File: config.mk
export PLATFORM = sky130hd
export DESIGN_NAME = base58_payload_encoder
export DESIGN_NICKNAME = d
export VERILOG_FILES = /design/src/hw/rtl/b58_pkg.sv /design/src/hw/rtl/b58_ctrl.sv /design/src/hw/rtl/b58_datapath.sv /design/src/hw/rtl/base58_payload_encoder.sv
export SDC_FILE = /design/constraint.sdc
export NUM_CORES = 1
export LEC_CHECK = 0
export BUFFER_PORTS_ARGS = -buffer_cell sky130_fd_sc_hd__buf_2
export CAP_MARGIN = 20
export CORE_ASPECT_RATIO = 1.1
export CORE_MARGIN = 5
export CORE_UTILIZATION = 35
export CTS_CLUSTER_SIZE = 28
export DETAILED_ROUTE_END_ITERATION = 7
export HOLD_SLACK_MARGIN = 0.06
export SKIP_LAST_GASP = 1
export SLEW_MARGIN = 20
export SYNTH_ARGS = -nofsm -noshare
export SYNTH_HDL_FRONTEND = slang
export SYNTH_SLANG_ARGS = --single-unit
File: constraint.sdc
create_clock -name clk -period 9.82 [get_ports clk]
set_input_delay 1.473 -clock clk [delete_from_list [all_inputs] [get_ports clk]]
set_output_delay 1.473 -clock clk [all_outputs]
set_load 0.01 [all_outputs]
File: src/hw/rtl/b58_pkg.sv
package b58_pkg;

  localparam int PAYLOAD_BYTES_DEF = 25;
  localparam int RADIX = 58;
  localparam logic [6:0] PREFIX_CHAR = 7'd49;

  typedef enum logic [1:0] {
    ST_LOAD,
    ST_DIV,
    ST_PREFIX,
    ST_EMIT
  } state_t;

  typedef struct packed {
    logic load_byte;
    logic start_div;
    logic div_step;
    logic load_prefix;
    logic load_digit;
  } ctrl_cmd_t;

  typedef struct packed {
    logic pass_end;
    logic quot_zero;
    logic out_free;
    logic idx_zero;
  } dp_status_t;

  // one digit step of the long division: {quotient byte, remainder}
  function automatic logic [13:0] div58_step(input logic [13:0] cur);
    logic [23:0] prod;
    logic [7:0]  q;
    logic [13:0] qm;
    logic [13:0] r;
    prod = 24'(cur) * 24'd565;
    q    = prod[22:15];
    qm   = 14'(q) * 14'(RADIX);
    r    = cur - qm;
    return {q, r[5:0]};
  endfunction

  function automatic logic [6:0] alphabet58(input logic [5:0] d);
    logic [6:0] c;
    if (d < 6'd9) begin
      c = 7'd49 + 7'(d);
    end else if (d < 6'd17) begin
      c = 7'd65 + 7'(d - 6'd9);
    end else if (d < 6'd22) begin
      c = 7'd74 + 7'(d - 6'd17);
    end else if (d < 6'd33) begin
      c = 7'd80 + 7'(d - 6'd22);
    end else if (d < 6'd44) begin
      c = 7'd97 + 7'(d - 6'd33);
    end else if (d < 6'd58) begin
      c = 7'd109 + 7'(d - 6'd44);
    end else begin
      c = PREFIX_CHAR;
    end
    return c;
  endfunction

endpackage

File: src/hw/rtl/b58_ctrl.sv
module b58_ctrl
  import b58_pkg::*;
(
  input  logic       clk,
  input  logic       rst,
  input  logic       s_tvalid,
  input  logic       s_tlast,
  input  dp_status_t status,
  output ctrl_cmd_t  cmd,
  output logic       s_tready
);

  state_t state;
  state_t state_next;

  always_ff @(posedge clk) begin
    if (rst) begin
      state <= ST_LOAD;
    end else begin
      state <= state_next;
    end
  end

  always_comb begin
    state_next = state;
    unique case (state)
      ST_LOAD: begin
        if (s_tvalid && s_tlast) state_next = ST_DIV;
      end
      ST_DIV: begin
        if (status.pass_end && status.quot_zero) state_next = ST_PREFIX;
      end
      ST_PREFIX: begin
        if (status.out_free) state_next = ST_EMIT;
      end
      ST_EMIT: begin
        if (status.out_free && status.idx_zero) state_next = ST_LOAD;
      end
      default: state_next = ST_LOAD;
    endcase
  end

  always_comb begin
    cmd      = '0;
    s_tready = 1'b0;
    unique case (state)
      ST_LOAD: begin
        s_tready      = 1'b1;
        cmd.load_byte = s_tvalid;
        cmd.start_div = s_tvalid && s_tlast;
      end
      ST_DIV: begin
        cmd.div_step = 1'b1;
      end
      ST_PREFIX: begin
        cmd.load_prefix = status.out_free;
      end
      ST_EMIT: begin
        cmd.load_digit = status.out_free;
      end
      default: begin
        cmd = '0;
      end
    endcase
  end

endmodule

File: src/hw/rtl/b58_datapath.sv
module b58_datapath
  import b58_pkg::*;
#(
  parameter int PAYLOAD_BYTES = PAYLOAD_BYTES_DEF
) (
  input  logic       clk,
  input  logic       rst,
  input  ctrl_cmd_t  cmd,
  input  logic [7:0] byte_value,
  input  logic       m_tready,
  output dp_status_t status,
  output logic       m_tvalid,
  output logic [6:0] char_code,
  output logic       last_char
);

  localparam int VW  = 8 * PAYLOAD_BYTES;
  localparam int BCW = (PAYLOAD_BYTES > 1) ? $clog2(PAYLOAD_BYTES) : 1;
  localparam int DC  = 2 * PAYLOAD_BYTES + 1;
  localparam int DCW = $clog2(DC + 1);
  localparam int AW  = $clog2(DC);

  logic [VW-1:0]  value;
  logic [BCW-1:0] byte_cnt;
  logic [5:0]     rem;
  logic           nz;
  logic [DCW-1:0] digit_cnt;
  logic [AW-1:0]  rd_idx;
  logic [5:0]     rd_data;
  logic [5:0]     digit_mem [DC];

  logic [13:0]    step;
  logic [7:0]     q;
  logic [5:0]     r;
  logic           pass_end;
  logic           rd_en;
  logic [AW-1:0]  rd_addr;
  logic [DCW-1:0] cnt_m1;

  assign step     = div58_step({rem, value[VW-1 -: 8]});
  assign q        = step[13:6];
  assign r        = step[5:0];
  assign pass_end = (byte_cnt == BCW'(PAYLOAD_BYTES - 1));
  assign cnt_m1   = digit_cnt - DCW'(1);

  assign status.pass_end  = pass_end;
  assign status.quot_zero = !(nz || (q != 8'd0));
  assign status.out_free  = !m_tvalid || m_tready;
  assign status.idx_zero  = (rd_idx == '0);

  // value register: bytes enter at the bottom, quotient bytes rotate in
  always_ff @(posedge clk) begin
    if (rst) begin
      value <= '0;
    end else if (cmd.load_byte) begin
      value <= (value << 8) | VW'(byte_value);
    end else if (cmd.div_step) begin
      value <= (value << 8) | VW'(q);
    end
  end

  always_ff @(posedge clk) begin
    if (rst) begin
      byte_cnt  <= '0;
      rem       <= '0;
      nz        <= 1'b0;
      digit_cnt <= '0;
    end else if (cmd.start_div) begin
      byte_cnt  <= '0;
      rem       <= '0;
      nz        <= 1'b0;
      digit_cnt <= '0;
    end else if (cmd.div_step) begin
      if (pass_end) begin
        byte_cnt <= '0;
        rem      <= '0;
        nz       <= 1'b0;
        if (digit_cnt < DCW'(DC)) digit_cnt <= digit_cnt + DCW'(1);
      end else begin
        byte_cnt <= byte_cnt + BCW'(1);
        rem      <= r;
        nz       <= nz || (q != 8'd0);
      end
    end
  end

  always_ff @(posedge clk) begin
    if (cmd.div_step && pass_end && (digit_cnt < DCW'(DC))) begin
      digit_mem[digit_cnt[AW-1:0]] <= r;
    end
  end

  always_comb begin
    rd_en   = cmd.load_prefix || (cmd.load_digit && (rd_idx != '0));
    rd_addr = cmd.load_prefix ? cnt_m1[AW-1:0] : rd_idx - AW'(1);
  end

  always_ff @(posedge clk) begin
    if (rd_en) begin
      rd_data <= digit_mem[rd_addr];
    end
  end

  always_ff @(posedge clk) begin
    if (rd_en) begin
      rd_idx <= rd_addr;
    end
  end

  // output register
  always_ff @(posedge clk) begin
    if (rst) begin
      m_tvalid <= 1'b0;
    end else if (cmd.load_prefix || cmd.load_digit) begin
      m_tvalid <= 1'b1;
    end else if (m_tready) begin
      m_tvalid <= 1'b0;
    end
  end

  always_ff @(posedge clk) begin
    if (cmd.load_prefix) begin
      char_code <= PREFIX_CHAR;
      last_char <= 1'b0;
    end else if (cmd.load_digit) begin
      char_code <= alphabet58(rd_data);
      last_char <= (rd_idx == '0);
    end
  end

endmodule

File: src/hw/rtl/base58_payload_encoder.sv
// loading: one byte per cycle; a byte without tlast gives no output
// after the byte with tlast: D passes over all PAYLOAD_BYTES bytes (one byte per cycle
// through the divide-by-58 step), D = digit count, at most about 1.37*PAYLOAD_BYTES + 1
// then prefix and D characters, one per cycle while m_tready is high
// rst (synchronous) clears the controller, the number and the output valid;
// the digit memory needs no clearing
module base58_payload_encoder
  import b58_pkg::*;
#(
  parameter int PAYLOAD_BYTES = PAYLOAD_BYTES_DEF
) (
  input  logic       clk,
  input  logic       rst,
  input  logic       s_tvalid,
  output logic       s_tready,
  input  logic [7:0] s_tdata,   // [7:0] byte_value
  input  logic       s_tlast,   // last_byte
  output logic       m_tvalid,
  input  logic       m_tready,
  output logic [7:0] m_tdata,   // [6:0] char_code, [7] zero
  output logic       m_tlast    // last_char
);

  ctrl_cmd_t  cmd;
  dp_status_t status;
  logic [6:0] char_code;

  b58_ctrl u_ctrl (
    .clk      (clk),
    .rst      (rst),
    .s_tvalid (s_tvalid),
    .s_tlast  (s_tlast),
    .status   (status),
    .cmd      (cmd),
    .s_tready (s_tready)
  );

  b58_datapath #(
    .PAYLOAD_BYTES (PAYLOAD_BYTES)
  ) u_datapath (
    .clk        (clk),
    .rst        (rst),
    .cmd        (cmd),
    .byte_value (s_tdata),
    .m_tready   (m_tready),
    .status     (status),
    .m_tvalid   (m_tvalid),
    .char_code  (char_code),
    .last_char  (m_tlast)
  );

  assign m_tdata = {1'b0, char_code};

  a_char_range: assert property (@(posedge clk) disable iff (rst)
    m_tvalid |-> (char_code >= 7'd49) && (char_code <= 7'd122))
    else $error("character code out of alphabet range");

  a_busy_after_last: assert property (@(posedge clk) disable iff (rst)
    (s_tvalid && s_tready && s_tlast) |=> !s_tready)
    else $error("request taken while encoding");

  a_ready_after_final: assert property (@(posedge clk) disable iff (rst)
    (cmd.load_digit && status.idx_zero) |=> s_tready && m_tvalid && m_tlast)
    else $error("final character not flagged or loader not freed");

endmodule
==> results.toml, run 1 <==
[global_route]
antenna_found_initial = 1
grtUsageTotal_pct = 13.2
grt_pass1_wl_um = 79600
grt_pass1_vias = 14814
grt_max_degree = 193
grt_overflow = 0

[yosys]
synthTopCellsByCount = "435 x nand2_1, 318 x edfxtp_1, 231 x a21oi_1"
ys.warnings.count = 0
async_reset_ff_share_pct = 0
synth_top_area_share_pct = 39.8
synth-seq-area-share_pct = 58.9
syn-cell-area_um2 = 24000
ys_ff_latch = 547
synth_edf_count = 318
synth_top_cell_by_area = "edfxtp_1"
synth_cells = 2058
netlist_top_cells_area = "edfxtp_1 40%, dfxtp_1 19%, nand2_1 6.8%"
syn_avg_cell_area_um2 = 11.7
yosysMostFrequentCell = "nand2_1"
synth_fp_nets = 2198
ys.flop_type = "edfxtp_1"
ys_types = 72

[detailed_routing]
maxUsedRoutingLayer = "met4"
drtIter0Drc = 990
drcViolationCount = 0
met1_length_um = 21100
wl_met3_um = 1970
ant_nets = 0
wirelength_um = 49400
drt_pass1_iterations = 5
avgViaCountPerCell = 5.01
wl_per_cell_um = 16.5
vias = 14957
wl_met2_um = 25000

[sta]
hold_violations = 0
slew-limit-headroom_pct = 29.4
holdWs_ns = 0.449
worst_slew_pin_slew_ns = 1.06
period_needed_ns = 7.31
period_share_pct = 74.5
setup_violations = 0
worst_slack_ns = 2.51
skew_ns = 0.0272
rsz0062_at_grt = "no"
final_max_slew_viol_count = 0
fmax_ghz = 0.137
fin_setup_tns_ns = 0

[outcome]
outcome = "finished, final reports clean"

[clock_tree]
clkLatencyLatePin_ns = 0.61
ctsRootBufferMaster = "clkbuf_16"
cts_buffer_depth = 3
cts_resized = 0
cts_buffers = 51
cts.reportedPaths.clkPinSlew_ns = 0.06
holdBufCountCts = 0
tritoncts = "done"
cts.sinks = 547
ctsHtreeMaxLevel = 2
cts_setup_buffers = 0

[floorplan]
core-area_um2 = 67800
design.die.area_um2 = 74000
rows = 100
io_pins = 24
initial_core_util_pct = 35.4
fp.dieW_um = 260
die_h_um = 285

[layout]
instances_no_fill = 2985
syn_to_final_growth_pct = 10.8
layout.nets = 2167
drive_gt1_share_pct = 10.5
antenna_cells = 0

[pwr]
p_leak_nw = 9.43
total_power_mw = 8.34
ir_drop_mv = 0.622
pwr_density_cell_nw_per_um2 = 313

[critical_path]
crit_required_ns = 10.14
arrival_ns = 7.63
worst_r2r_endpoint = "u_datapath.digit_mem[16][5]"
critPathMaxFanout = 56
cp-start-kind = "register"
critPathKind = "register to register"
r2r_slack_ns = 2.51
r2r_start = "u_datapath.value[192]"
r2r.worst_path.cells = 26
cp-end-kind = "register"

[hold_path]
holdPathStages = 2
min_to = "u_datapath.value[65]"
hold_class = "register to register"
hold_start = "u_datapath.value[65]"

[placed_design]
hpwl_um = 31800
io_buffer_count = 22
place_ws_ns = 2.44
place_inst = 2892
routabilityCongestion = 0.815

[job]
drv_cap = 0
-- layout make-up --
class | instances | area, um2
Clock buffer | 72 | 1440
Clock inverter | 21 | 236
Fill cell | 6518 | 41200
Inverter | 98 | 370
Multi-Input combinational cell | 1293 | 9050
Sequential cell | 547 | 14100
Tap cell | 918 | 1150
Timing Repair Buffer | 36 | 234
-- per-layer routing --
metal,track usage [%],vias to the layer above
met2,23.1,251
met5,0,-
met1,16.8,7383
li1,-,7241
met3,2.20,82
met4,3.82,0
-- sequential cells by signal (all words and copies together), names as in the netlist, 5 cells and up --
signal,flops
u_datapath.rd_idx,6
u_datapath.value,200
u_datapath.char_code,7
u_datapath.rd_data,6
u_datapath.digit_cnt,6
u_datapath.byte_cnt,5
u_datapath.rem,6
u_datapath.digit_mem,306
-- where the power goes --
part	internal, mW	total [mW]	switching [mW]
combinational	0.824	2.88	2.05
clock	1.11	1.96	0.849
sequential	3.44	3.51	0.0662
-- cell usage in the layout, fill, tap and decap left out, types with 5 or more instances in the layout --
master	instances
a211o_1	7
a211oi_1	18
a21o_1	9
a21oi_1	231
a311oi_1	7
a31oi_1	13
and3_1	8
buf_2	21
buf_4	13
clkbuf_1	14
clkbuf_16	52
clkbuf_8	6
clkinv_1	7
clkinv_2	6
dfxtp_1	228
edfxtp_1	318
fa_1	27
ha_1	99
inv_1	95
mux2_2	10
mux2i_1	18
mux4_2	71
nand2_1	434
nand2b_1	5
nand3_1	51
nand4_1	8
nor2_1	98
nor2b_1	6
nor3_1	18
nor4_1	5
o211ai_1	20
o21a_1	6
o21ai_0	37
or3_1	6
xnor2_1	9
xor2_1	14
-- metrics by stage --
step,cell area (um2),util [%]
6_report,26600,39.2
5_1_grt,26600,39.2
4_1_cts,26600,39.2
3_5_place_dp,24900,36.8
3_3_place_gp,24900,36.8
2_1_floorplan,24000,-
-- cell families (layout without fill, tap and decap cells) --
kind of cell	count (synthesis)	in the layout	share of synthesized area (%)
flops	547	547	58.9
simple gates	663	663	11.6
mux	106	106	8.39
buf+inv	218	227	3.74
compound gates	368	368	8.83
fa+ha+maj	127	127	7.49
xor+xnor	28	28	1.10
other cells	1	1	0.0156
-- critical path: stages, from the launching register on --
cell and delay, ns:
dfxtp_2 1.01, ha_1 0.28, ha_1 0.23, ha_1 0.21, inv_1 0.09, fa_1 0.46
fa_1 0.53, inv_1 0.05, ha_1 0.30, nand3_1 0.08, a21oi_1 0.21, o21a_1 0.14
o21ai_0 0.07, a211oi_1 0.36, a21oi_1 0.14, xor2_1 0.42, inv_1 0.09, ha_1 0.32
ha_1 0.30, ha_1 0.27, inv_1 0.04, ha_1 0.31, a21oi_1 0.19, xnor2_1 0.15
xnor2_1 0.18, xnor2_2 0.13, buf_4 0.44
-- worst max-delay path by stage --
stage	start	to	slack, ns	depth (start not counted)
after floorplan	u_datapath.value[192]	u_datapath.digit_mem[0][5]	1.94	25
after global placement	u_datapath.value[192]	u_datapath.digit_mem[0][5]	2.70	26
after detailed placement	u_datapath.value[192]	u_datapath.digit_mem[1][5]	2.44	26
after CTS	u_datapath.value[192]	u_datapath.digit_mem[19][5]	2.40	26
after global routing	u_datapath.value[192]	u_datapath.digit_mem[16][5]	1.90	26
final	u_datapath.value[192]	u_datapath.digit_mem[16][5]	2.51	26
Power figures use the tool's default switching activity.
==> run 2, diff against run 1 <==
==> constraint.sdc (replaced) <==
create_clock -name clk -period 6.45 [get_ports clk]
set_input_delay 0.9675 -clock clk [delete_from_list [all_inputs] [get_ports clk]]
set_output_delay 0.9675 -clock clk [all_outputs]
set_load 0.01 [all_outputs]
==> run 2 against run 1 <==
Against the previous run: final cell count rose by 1.2%; worst hold slack got worse by 0.00090 ns; clock-buffer cell count fell by 2; worst setup slack got worse by 2.3 ns; sequential share of layout area fell by 1.2 points; critical path type unchanged; global-route usage rose by 0.38 points; critical path depth fell by 1; register-to-register slack got worse by 2.3 ns; wire length rose by 3.9%; highest routed layer unchanged; clock power rose by 61%; first-iteration DRC count rose by 8.4%; via count rose by 1.6%.
==> results.toml, run 2 (synthesis gave the netlist of run 1 again) <==
[floorplan]
design.die.area_um2 = 74000
io_pins = 24
core-area_um2 = 67800
die_h_um = 285
rows = 100
initial_core_util_pct = 35.4
fp.dieW_um = 260

[placed_design]
routabilityCongestion = 0.839
place_ws_ns = 0.0766
hpwl_um = 33000
io_buffer_count = 22
place_inst = 2914

[sta]
worst_slack_ns = 0.212
period_share_pct = 96.7
fmax_ghz = 0.160
skew_ns = 0.0299
holdWs_ns = 0.448
worst_slew_pin_slew_ns = 1.08
period_needed_ns = 6.24
hold_violations = 0
setup_violations = 0
slew-limit-headroom_pct = 27.8
final_max_slew_viol_count = 0

[layout]
drive_gt1_share_pct = 13.8
fill_cells = 6478
antenna_cells = 0
post-route-util_pct = 40.2
layout.nets = 2200
register_area_um2 = 14100
instances_no_fill = 3022
syn_to_final_growth_pct = 13.5
layout_common_cells = "434 x nand2_1, 318 x edfxtp_1, 228 x a21oi_1, 223 x dfxtp_1, 97 x nor2_1"
multi_input_area_um2 = 9220
final_common_cell = "nand2_1"
largest_reg_flops = 306

[clock_tree]
cts_buffer_depth = 3
clkLatencyLatePin_ns = 0.61
cts.sinks = 547
tritoncts = "done"
ctsHtreeMaxLevel = 2
ctsRootBufferMaster = "clkbuf_16"
cts_buffers = 53
cts.reportedPaths.clkPinSlew_ns = 0.06

[detailed_routing]
wl_per_cell_um = 17.0
vias = 15193
drt_pass1_iterations = 5
drtIter0Drc = 1073
ant_nets = 0
drcViolationCount = 0
wirelength_um = 51300
avgViaCountPerCell = 5.03

[pwr]
intPower_mw = 9.16
switching_power_mw = 4.91
p_leak_nw = 9.71
ir_drop_mv = 0.714
pwr_density_cell_nw_per_um2 = 516
swShare_pct = 34.9
p_seq_share_pct = 37.7
comb_power_share_pct = 39.9
power_frac_clock_pct = 22.4

[critical_path]
arrival_ns = 6.70
r2r_slack_ns = 0.21
cp-end-kind = "register"
cp-start-kind = "register"
critPathKind = "register to register"
worst_r2r_endpoint = "u_datapath.digit_mem[31][5]"
critPathMaxFanout = 6
r2r_start = "u_datapath.rem[0]"
crit_required_ns = 6.91
r2r.worst_path.cells = 25

[hold_path]
hold_start = "u_datapath.value[121]"
min_to = "u_datapath.value[121]"
hold_class = "register to register"
holdPathStages = 2

[global_route]
antenna_found_initial = 0
grt_pass1_wl_um = 81600
grt_overflow = 0
grt_pass1_vias = 15070
grt_max_degree = 193
grtUsageTotal_pct = 13.5

[job]
drv_cap = 0

[outcome]
outcome = "finished, final reports clean"
## run 2: routing by layer
layer	GRT usage [%]	share of wire, %
met3	2.40	4.6
met1	17.9	44
met2	22.7	49
met5	0	0
met4	4.35	3.0
## run 2: final cells by class
class | count | share of cell area [%]
Clock buffer | 70 | 5.63
Tap cell | 918 | 4.21
Timing Repair Buffer | 67 | 2.05
Sequential cell | 547 | 51.9
Multi-Input combinational cell | 1293 | 33.8
Inverter | 98 | 1.36
Clock inverter | 29 | 0.996
## run 2: repair_timing
| item | 4_1_cts | 5_1_grt |
|---|---|---|
| buffers inserted | 0 | 5 |
| hold buffers | 0 | 0 |
| setup endpoints to repair | 0 | 52 |
| endpoints found under the hold margin | 0 | 0 |
| resized for setup | 0 | 28 |
## run 2: worst max-delay path, stage by stage (launching register included)
cell and delay, ns:
dfxtp_4 0.36, ha_1 0.29, ha_1 0.29, fa_1 0.47, fa_1 0.55, inv_1 0.05
fa_1 0.51, inv_1 0.07, ha_4 0.25, o21ai_1 0.18, nand2b_1 0.09, a21oi_1 0.20
a211oi_2 0.07, a21oi_2 0.19, xor2_2 0.18, inv_2 0.07, ha_4 0.26, ha_4 0.23
ha_1 0.30, inv_1 0.11, ha_4 0.22, a21oi_4 0.16, xnor2_2 0.10, xnor2_2 0.18
xnor2_4 0.44, clkbuf_16 0.25
## run 2: through the flow
stage / power [mW] / TNS, ns / cell area (um2)
after floorplan: 9.68 / 0 / 24100
after global placement: 10.2 / 0 / 25200
after detailed placement: 10.3 / 0 / 25200
after CTS: 13.5 / 0 / 27000
after global routing: 14.8 / -0.609 / 27300
final: 14.1 / 0 / 27300
## run 2: how the worst max path moves through the flow
stage | from | to | slack, ns | cells after the start
finish | u_datapath.rem[0] | u_datapath.digit_mem[31][5] | 0.21 | 25
global route | u_datapath.value[195] | u_datapath.digit_mem[31][5] | -0.03 | 26
CTS | u_datapath.rem[0] | u_datapath.digit_mem[26][5] | 0.05 | 24
detailed placement | u_datapath.rem[0] | u_datapath.rem[5] | 0.08 | 25
global placement | u_datapath.rem[0] | u_datapath.rem[5] | 0.10 | 25
floorplan | u_datapath.rem[1] | u_datapath.digit_mem[0][5] | 0.002 | 23
## run 2: power groups by stage
stage	clock (mW)	combinational, mW	sequential (mW)
2_1_floorplan	0	3.60	6.08
3_3_place_gp	0	4.82	5.38
3_5_place_dp	0	4.95	5.38
4_1_cts	3.23	4.96	5.30
5_1_grt	3.38	6.09	5.32
6_report	3.16	5.62	5.30
